**src/rtl/dual_reload_timer_irq_macros.svh**
```systemverilog
// Assertion macros shared by the timer block.
`ifndef DUAL_RELOAD_TIMER_IRQ_MACROS_SVH
`define DUAL_RELOAD_TIMER_IRQ_MACROS_SVH

// The consequent must hold in the same cycle as the trigger.
`define DRT_ASSERT_NOW(lbl, trig, cons, msg) \
   lbl: assert property (@(posedge clock) disable iff (reset) (trig) |-> (cons)) \
      else $error(msg);

// The consequent must hold in the cycle after the trigger.
`define DRT_ASSERT_NEXT(lbl, trig, cons, msg) \
   lbl: assert property (@(posedge clock) disable iff (reset) (trig) |=> (cons)) \
      else $error(msg);

`endif

```
**src/rtl/drt_pkg.sv**
```systemverilog
package drt_pkg;

   typedef enum logic [1:0] {
      KIND_ADDR = 2'd0,
      KIND_DATA = 2'd1,
      KIND_READ = 2'd2,
      KIND_TICK = 2'd3
   } drt_kind_type;

   localparam logic [7:0] ADDR_LOAD_A_HIGH = 8'h10;
   localparam logic [7:0] ADDR_LOAD_A_LOW  = 8'h11;
   localparam logic [7:0] ADDR_LOAD_B      = 8'h12;
   localparam logic [7:0] ADDR_CONTROL     = 8'h14;

   localparam int STATUS_BUSY_BIT = 7;

   localparam int PRESCALE_A_DEFAULT = 64;
   localparam int B_RATIO_DEFAULT    = 16;
   localparam int BUSY_TICKS_DEFAULT = 64;

   // Command from the bus decoder to the timer unit.
   typedef struct packed {
      logic       tick;
      logic       ctrl_wr;
      logic [7:0] ctrl;
   } drt_cmd_type;

   // Flag and interrupt state as it stands after the current beat.
   typedef struct packed {
      logic [1:0] flags;
      logic       irq;
   } drt_timer_status_type;

endpackage

```
**src/rtl/drt_timers.sv**
```systemverilog
module drt_timers #(
   parameter int PRESCALE_A = drt_pkg::PRESCALE_A_DEFAULT,
   parameter int B_RATIO    = drt_pkg::B_RATIO_DEFAULT
) (
   input  logic                           clock,
   input  logic                           reset,
   input  drt_pkg::drt_cmd_type           cmd,
   input  logic [9:0]                     load_a,
   input  logic [7:0]                     load_b,
   output drt_pkg::drt_timer_status_type  status_next
);
   import drt_pkg::*;

   localparam int PS_W = (PRESCALE_A > 1) ? $clog2(PRESCALE_A) : 1;
   localparam int BS_W = (B_RATIO > 1) ? $clog2(B_RATIO) : 1;

   logic [1:0]      run_ff, run_in;
   logic [1:0]      enable_ff, enable_in;
   logic [1:0]      flag_ff, flag_in;
   logic [9:0]      count_a_ff, count_a_in;
   logic [7:0]      count_b_ff, count_b_in;
   logic [PS_W-1:0] prescale_ff, prescale_in;
   logic [BS_W-1:0] bsub_ff, bsub_in;
   logic [PS_W:0]   prescale_sum;
   logic [BS_W:0]   bsub_sum;

   assign prescale_sum = {1'b0, prescale_ff} + {{PS_W{1'b0}}, 1'b1};
   assign bsub_sum     = {1'b0, bsub_ff} + {{BS_W{1'b0}}, 1'b1};

   always_comb begin
      run_in      = run_ff;
      enable_in   = enable_ff;
      flag_in     = flag_ff;
      count_a_in  = count_a_ff;
      count_b_in  = count_b_ff;
      prescale_in = prescale_ff;
      bsub_in     = bsub_ff;
      if (cmd.ctrl_wr) begin
         // On a control write, only a stopped-to-running edge reloads a counter.
         if (cmd.ctrl[0] && !run_ff[0]) begin
            count_a_in = load_a;
         end
         if (cmd.ctrl[1] && !run_ff[1]) begin
            count_b_in = load_b;
         end
         run_in    = cmd.ctrl[1:0];
         enable_in = cmd.ctrl[3:2];
         flag_in   = flag_ff & ~cmd.ctrl[5:4];
      end
      if (cmd.tick) begin
         if (prescale_sum == (PS_W+1)'(PRESCALE_A)) begin
            prescale_in = '0;
            if (run_ff[0]) begin
               if (count_a_ff == 10'h3FF) begin
                  count_a_in = load_a;
                  flag_in[0] = 1'b1;
               end else begin
                  count_a_in = count_a_ff + 10'd1;
               end
            end
            if (bsub_sum == (BS_W+1)'(B_RATIO)) begin
               bsub_in = '0;
               if (run_ff[1]) begin
                  if (count_b_ff == 8'hFF) begin
                     count_b_in = load_b;
                     flag_in[1] = 1'b1;
                  end else begin
                     count_b_in = count_b_ff + 8'd1;
                  end
               end
            end else begin
               bsub_in = bsub_sum[BS_W-1:0];
            end
         end else begin
            prescale_in = prescale_sum[PS_W-1:0];
         end
      end
   end

   always_ff @(posedge clock) begin
      if (reset) begin
         run_ff      <= '0;
         enable_ff   <= '0;
         flag_ff     <= '0;
         count_a_ff  <= '0;
         count_b_ff  <= '0;
         prescale_ff <= '0;
         bsub_ff     <= '0;
      end else begin
         run_ff      <= run_in;
         enable_ff   <= enable_in;
         flag_ff     <= flag_in;
         count_a_ff  <= count_a_in;
         count_b_ff  <= count_b_in;
         prescale_ff <= prescale_in;
         bsub_ff     <= bsub_in;
      end
   end

   assign status_next.flags = flag_in;
   assign status_next.irq   = |(flag_in & enable_in);

endmodule

```
**src/rtl/dual_reload_timer_irq.sv**
```systemverilog
// Timer, status and interrupt section of an FM sound chip.
// Request channel (req_*): each beat carries a kind and a bus byte. Kinds are
// an address write, a data write, a status read and one input clock tick.
// Data writes to the latched address load timer A (high byte, low two bits),
// load timer B, or write the control register (run, interrupt enable and
// write-one-to-clear flag bits); every data write restarts the busy countdown.
// Response channel (rsp_*): exactly one beat per request beat, in order. It
// carries the status byte (flags and busy on reads, zero otherwise) and the
// interrupt level as it stands after the request took effect.
// Each response is registered, shown in the cycle after its request is taken;
// one request per cycle while rsp_ready is high. The whole update is a single
// combinational pass between the request handshake and the response register.
// The response register is the only buffer: while rsp_ready is low and a
// response is held, req_ready drops, and it rises in the same cycle that the
// held response is taken. Reset (synchronous) stops both timers, clears the
// flags, enables, loads, prescaler and busy countdown, and empties the
// response register.
module dual_reload_timer_irq #(
   parameter int PRESCALE_A = drt_pkg::PRESCALE_A_DEFAULT,
   parameter int B_RATIO    = drt_pkg::B_RATIO_DEFAULT,
   parameter int BUSY_TICKS = drt_pkg::BUSY_TICKS_DEFAULT
) (
   input  logic       clock,
   input  logic       reset,
   input  logic       req_valid,
   output logic       req_ready,
   input  logic [1:0] req_kind,
   input  logic [7:0] req_bus_value,
   output logic       rsp_valid,
   input  logic       rsp_ready,
   output logic [7:0] rsp_status_byte,
   output logic       rsp_irq_level
);
   import drt_pkg::*;

   localparam int BUSY_W = (BUSY_TICKS > 0) ? $clog2(BUSY_TICKS + 1) : 1;

   logic [7:0]        address_ff, address_in;
   logic [7:0]        load_a_high_ff, load_a_high_in;
   logic [1:0]        load_a_low_ff, load_a_low_in;
   logic [7:0]        load_b_ff, load_b_in;
   logic [BUSY_W-1:0] busy_ff, busy_in;
   logic              rsp_valid_ff, rsp_valid_in;
   logic [7:0]        status_ff, status_in;
   logic              irq_ff, irq_in;
   logic              accept;
   drt_cmd_type          cmd;
   drt_timer_status_type tstat;

   assign req_ready = !rsp_valid_ff || rsp_ready;
   assign accept    = req_valid && req_ready;

   always_comb begin
      address_in     = address_ff;
      load_a_high_in = load_a_high_ff;
      load_a_low_in  = load_a_low_ff;
      load_b_in      = load_b_ff;
      busy_in        = busy_ff;
      cmd.tick       = 1'b0;
      cmd.ctrl_wr    = 1'b0;
      cmd.ctrl       = req_bus_value;
      if (accept) begin
         unique case (drt_kind_type'(req_kind))
            KIND_ADDR: begin
               address_in = req_bus_value;
            end
            KIND_DATA: begin
               busy_in = BUSY_W'(BUSY_TICKS);
               unique case (address_ff)
                  ADDR_LOAD_A_HIGH: load_a_high_in = req_bus_value;
                  ADDR_LOAD_A_LOW:  load_a_low_in  = req_bus_value[1:0];
                  ADDR_LOAD_B:      load_b_in      = req_bus_value;
                  ADDR_CONTROL:     cmd.ctrl_wr    = 1'b1;
                  default: ;
               endcase
            end
            KIND_READ: ;
            KIND_TICK: begin
               cmd.tick = 1'b1;
               if (busy_ff != '0) begin
                  busy_in = busy_ff - BUSY_W'(1);
               end
            end
            default: ;
         endcase
      end
   end

   // A read changes no state, so the flags seen here are the stored ones.
   always_comb begin
      status_in = '0;
      if (accept && (drt_kind_type'(req_kind) == KIND_READ)) begin
         status_in[1:0]             = tstat.flags;
         status_in[STATUS_BUSY_BIT] = (busy_ff != '0);
      end
   end

   drt_timers #(
      .PRESCALE_A(PRESCALE_A),
      .B_RATIO   (B_RATIO)
   ) u_timers (
      .clock      (clock),
      .reset      (reset),
      .cmd        (cmd),
      .load_a     ({load_a_high_ff, load_a_low_ff}),
      .load_b     (load_b_ff),
      .status_next(tstat)
   );

   assign irq_in       = tstat.irq;
   assign rsp_valid_in = accept ? 1'b1 : (rsp_valid_ff && !rsp_ready);

   always_ff @(posedge clock) begin
      if (reset) begin
         address_ff     <= '0;
         load_a_high_ff <= '0;
         load_a_low_ff  <= '0;
         load_b_ff      <= '0;
         busy_ff        <= '0;
         rsp_valid_ff   <= 1'b0;
      end else begin
         address_ff     <= address_in;
         load_a_high_ff <= load_a_high_in;
         load_a_low_ff  <= load_a_low_in;
         load_b_ff      <= load_b_in;
         busy_ff        <= busy_in;
         rsp_valid_ff   <= rsp_valid_in;
      end
   end

   // Response payload loads only with a new beat.
   always_ff @(posedge clock) begin
      if (accept) begin
         status_ff <= status_in;
         irq_ff    <= irq_in;
      end
   end

   assign rsp_valid       = rsp_valid_ff;
   assign rsp_status_byte = status_ff;
   assign rsp_irq_level   = irq_ff;

`include "dual_reload_timer_irq_macros.svh"

   `DRT_ASSERT_NEXT(a_rsp_follows_req, accept, rsp_valid_ff, "accepted beat lost its response")
   `DRT_ASSERT_NEXT(a_status_only_on_read, accept && (req_kind != KIND_READ),
      status_ff == 8'h00, "status byte nonzero on a non-read beat")
   `DRT_ASSERT_NEXT(a_busy_restart, accept && (req_kind == KIND_DATA),
      busy_ff == BUSY_W'(BUSY_TICKS), "data write did not restart busy countdown")
   `DRT_ASSERT_NOW(a_status_reserved_zero, rsp_valid_ff, status_ff[6:2] == 5'd0,
      "reserved status bits set")

endmodule
```
**config.mk**
```make
export PLATFORM = sky130hd
export DESIGN_NAME = dual_reload_timer_irq
export DESIGN_NICKNAME = d
export VERILOG_FILES = /design/src/rtl/drt_pkg.sv /design/src/rtl/drt_timers.sv /design/src/rtl/dual_reload_timer_irq.sv
export VERILOG_INCLUDE_DIRS = /design/src /design/src/rtl
export SDC_FILE = /design/constraint.sdc
export NUM_CORES = 1
export LEC_CHECK = 0
export ABC_AREA = 1
export BUFFER_PORTS_ARGS = -buffer_cell sky130_fd_sc_hd__buf_2
export CAP_MARGIN = 30
export CORE_ASPECT_RATIO = 0.9
export CORE_MARGIN = 4
export CORE_UTILIZATION = 50
export DETAILED_ROUTE_END_ITERATION = 8
export PLACE_DENSITY_LB_ADDON = 0.3
export SLEW_MARGIN = 20
export SYNTH_ARGS = -nofsm -noshare
export SYNTH_HDL_FRONTEND = slang
export SYNTH_SLANG_ARGS = --single-unit
```
**constraint.sdc**
```tcl
create_clock -name clock -period 4.5 [get_ports clock]
set_input_delay 0.45 -clock clock [delete_from_list [all_inputs] [get_ports clock]]
set_output_delay 0.45 -clock clock [all_outputs]
set_load 0.1 [all_outputs]
```
==> impl_metrics.xml <==
<?xml version="1.0" encoding="UTF-8"?>
<metrics>
  <group name="floorplanning">
    <metric name="die_w" unit="µm">104</metric>
    <metric name="die-area" unit="µm²">9910</metric>
    <metric name="initial_core_utilization" unit="%">51.7</metric>
    <metric name="die_height" unit="µm">94.8</metric>
    <metric name="core" unit="µm²">8110</metric>
    <metric name="io-pin-count" unit="">25</metric>
    <metric name="floorplan.rows" unit="">31</metric>
  </group>
  <group name="power">
    <metric name="netSwitchingFraction" unit="%">27.5</metric>
    <metric name="switchingPower" unit="µW">356</metric>
    <metric name="power_leakage" unit="nW">1.96</metric>
    <metric name="vdd.ir_drop.worst" unit="mV">0.205</metric>
    <metric name="overall_power_consumption" unit="mW">1.30</metric>
    <metric name="combPwrFrac" unit="%">11.4</metric>
    <metric name="p_seq_share" unit="%">51.0</metric>
    <metric name="power_frac_clock" unit="%">37.5</metric>
    <metric name="intPower" unit="µW">941</metric>
    <metric name="power_per_cell_area" unit="nW/µm²">292</metric>
  </group>
  <group name="place">
    <metric name="place.detailed.instances" unit="">705</metric>
    <metric name="globalplace.congestion" unit="">0.890</metric>
    <metric name="io_buffers" unit="">19</metric>
    <metric name="dp_worst_setup_slack" unit="ns">2.16</metric>
    <metric name="dp_hpwl" unit="mm">7.02</metric>
  </group>
  <group name="timing">
    <metric name="setup_ws" unit="ns">2.27</metric>
    <metric name="worst_pin_slew" unit="ns">0.843</metric>
    <metric name="slew_violations" unit="">0</metric>
    <metric name="hold_slack" unit="ns">0.398</metric>
    <metric name="totalNegativeSetupSlack" unit="ns">0</metric>
    <metric name="maxSlewHeadroom" unit="%">43.8</metric>
    <metric name="period_share" unit="%">49.4</metric>
    <metric name="fin_worst_skew" unit="ns">0.00534</metric>
    <metric name="final-hold-violation-count" unit="">0</metric>
    <metric name="setup_viol_count_final" unit="">0</metric>
    <metric name="final_critical_path_time_including_i_o_delays_and_setup" unit="ns">2.23</metric>
    <metric name="timing.fmax" unit="GHz">0.449</metric>
    <metric name="unrepaired_setup_endpoints_after_global_routing" unit="">false</metric>
  </group>
  <group name="synthesis">
    <metric name="synthesis.instances" unit="">606</metric>
    <metric name="synth.lib_cells_used.distinct" unit="">40</metric>
    <metric name="ys_seq_area_share" unit="%">35.4</metric>
    <metric name="most_used_flip_flop_cell_after_synthesis" unit="">dfxtp_1</metric>
    <metric name="mappedNetlistArea" unit="µm²">4190</metric>
    <metric name="async_flop_share" unit="%">0</metric>
    <metric name="yosys_warn_count" unit="">0</metric>
    <metric name="synth_enable_flop_cells" unit="">4</metric>
    <metric name="synthesis.area_per_instance" unit="µm²">6.91</metric>
    <metric name="yosys_register_bits" unit="">72</metric>
  </group>
  <group name="routing">
    <metric name="via_per_inst" unit="">5.36</metric>
    <metric name="detail_route.drc_violations" unit="">0</metric>
    <metric name="wirelength" unit="mm">9.84</metric>
    <metric name="dr_total_vias" unit="">3864</metric>
    <metric name="detailedRoute.firstPassIterationCount" unit="">5</metric>
    <metric name="routed_wire_length_per_instance" unit="µm">13.7</metric>
    <metric name="drt_iter0_drc" unit="">285</metric>
    <metric name="ant_nets" unit="">0</metric>
  </group>
  <group name="setup_path">
    <metric name="worst_setup_path_end_kind" unit="">flip-flop</metric>
    <metric name="setup.worst_path.class" unit="">flip-flop to flip-flop</metric>
    <metric name="ff2ff_path_depth" unit="">9</metric>
    <metric name="worstPathMaxFanout" unit="">11</metric>
    <metric name="crit_required" unit="ns">4.72</metric>
    <metric name="arrival" unit="ns">2.44</metric>
    <metric name="startpoint_types" unit="">flip-flop</metric>
  </group>
  <group name="cts">
    <metric name="clock-sinks" unit="">72</metric>
    <metric name="clock_insertion_delay_at_the_later_pin_of_the_skew_report" unit="ns">0.35</metric>
    <metric name="tritoncts.num_buffers" unit="">9</metric>
    <metric name="level_count_of_the_clock_h_tree" unit="">3</metric>
    <metric name="clkTransAtPathRegs" unit="ns">0.07</metric>
    <metric name="post_cts_repair_resize_count" unit="">0</metric>
    <metric name="cts.path.max_buffers" unit="">2</metric>
    <metric name="clk_root_buffer_cell" unit="">clkbuf_8</metric>
    <metric name="cts_tree" unit="">yes</metric>
    <metric name="number_of_hold_buffers_added_after_cts" unit="">0</metric>
    <metric name="post_cts.repair.setup_buffers" unit="">0</metric>
  </group>
  <group name="final_layout">
    <metric name="layout.cells.non_filler" unit="">721</metric>
    <metric name="drive_gt1_share" unit="%">13.5</metric>
    <metric name="mostFrequentLayoutCell" unit="">nand2_1</metric>
    <metric name="n_antenna_cell" unit="">0</metric>
    <metric name="areaGrowthSynthToFinish" unit="%">6.04</metric>
    <metric name="commonest_cells_after_routing_fill_and_taps_aside" unit="">nand2_1, nor2_1, dfxtp_1, inv_1, o21ai_0</metric>
    <metric name="fin_nets" unit="">637</metric>
  </group>
  <group name="outcome">
    <metric name="status" unit="">finished clean</metric>
  </group>
  <group name="hold_path">
    <metric name="class_of_the_worst_hold_path" unit="">primary input to flip-flop</metric>
    <metric name="hold_path_depth" unit="">3</metric>
  </group>
  <group name="global_routing">
    <metric name="grt_util_all_layers" unit="%">21.5</metric>
    <metric name="grt_remaining_overflow" unit="">0</metric>
    <metric name="via_count_of_the_first_global_routing_pass" unit="">3745</metric>
    <metric name="grt_first_pass_wirelength" unit="mm">17.3</metric>
    <metric name="antenna_violations_before_repair" unit="">0</metric>
    <metric name="grt_max_degree" unit="">41</metric>
  </group>
  <group name="job">
    <metric name="cap_violations" unit="">0</metric>
  </group>
</metrics>
[metal layers]
metal | up-vias | share of wire, % | GRT usage [%]
met5 | - | 0 | 0
met4 | 0 | 1.9 | 7.53
met2 | 102 | 47 | 37.2
met1 | 1763 | 46 | 27.0
met3 | 17 | 5.0 | 4.37
li1 | 1982 | - | -
[sequential cells by signal (all words and copies together) (netlist names), 3 cells and up]
name,flops
u_timers.prescale_ff,6
load_a_high_ff,8
load_b_ff,8
busy_ff,7
u_timers.count_a_ff,10
address_ff,8
u_timers.count_b_ff,8
rsp_status_byte,3
u_timers.bsub_ff,4
[cell usage after synthesis, drive strengths merged (6+ instances only)]
library cell	count	area share, %
a21oi	44	5.3
buf	18	3.5
clkbuf	6	0.57
dfxtp	68	33
ha	6	1.8
inv	69	6.2
nand2	143	14
nand3	51	7.1
nand4	24	4.2
nor2	92	11
nor3	9	1.3
o21ai	52	6.5
[area by class of cell]
class,instances,area [µm²]
Clock buffer,12,135
Clock inverter,4,45.0
Fill cell,778,3670
Inverter,70,265
Multi-Input combinational cell,444,2290
Sequential cell,72,1480
Tap cell,99,124
Timing Repair Buffer,20,103
[worst paths after layout]
| kind | start | end | slack (ns) |
|---|---|---|---|
| worst max-delay path | u_timers.prescale_ff[0]$_SDFFE_PP0P_ | rsp_irq_level$_DFFE_PP_ | 2.27 |
| worst min-delay path | req_valid | rsp_valid$_SDFF_PP0_ | 0.40 |
| worst max register to register | u_timers.prescale_ff[0]$_SDFFE_PP0P_ | rsp_irq_level$_DFFE_PP_ | 2.27 |
| worst min register to register | u_timers.prescale_ff[4]$_SDFFE_PP0P_ | u_timers.prescale_ff[4]$_SDFFE_PP0P_ | 0.46 |
[cells by family (layout without fill, tap and decap cells)]
group	count (synthesis)	count (layout)	synth area share, %
buf+inv	94	106	10.4
other cells	1	5	0.0895
fa+ha+maj	6	6	1.79
flops	72	72	35.4
compound gates	97	97	12.0
simple gates	328	328	38.7
xor+xnor	8	8	1.67
[per-stage QoR]
stage / util (%) / cell area [µm²]
6_report: 54.8 / 4440
4_1_cts: 54.8 / 4440
3_3_place_gp: 52.6 / 4260
3_5_place_dp: 52.6 / 4260
5_1_grt: 54.8 / 4440
2_1_floorplan: - / 4200
[power groups by stage]
| stage | clock (mW) | sequential (mW) | combinational, mW |
|---|---|---|---|
| 6_report | 0.487 | 0.662 | 0.148 |
| 5_1_grt | 0.525 | 0.663 | 0.161 |
| 3_5_place_dp | 0 | 0.677 | 0.146 |
| 3_3_place_gp | 0 | 0.676 | 0.143 |
| 4_1_cts | 0.498 | 0.662 | 0.147 |
| 2_1_floorplan | 0 | 0.693 | 0.102 |
[critical path, cell delays in order, from the launching register on]
cell     delay, ns
dfxtp_1       0.37
ha_1          0.21
nand3_1       0.12
nor2_2        0.25
nand4_2       0.45
inv_2         0.36
nand2_1       0.15
nand2_1       0.08
nand2_1       0.05
nand2_1       0.06
Power figures use the tool's default switching activity.
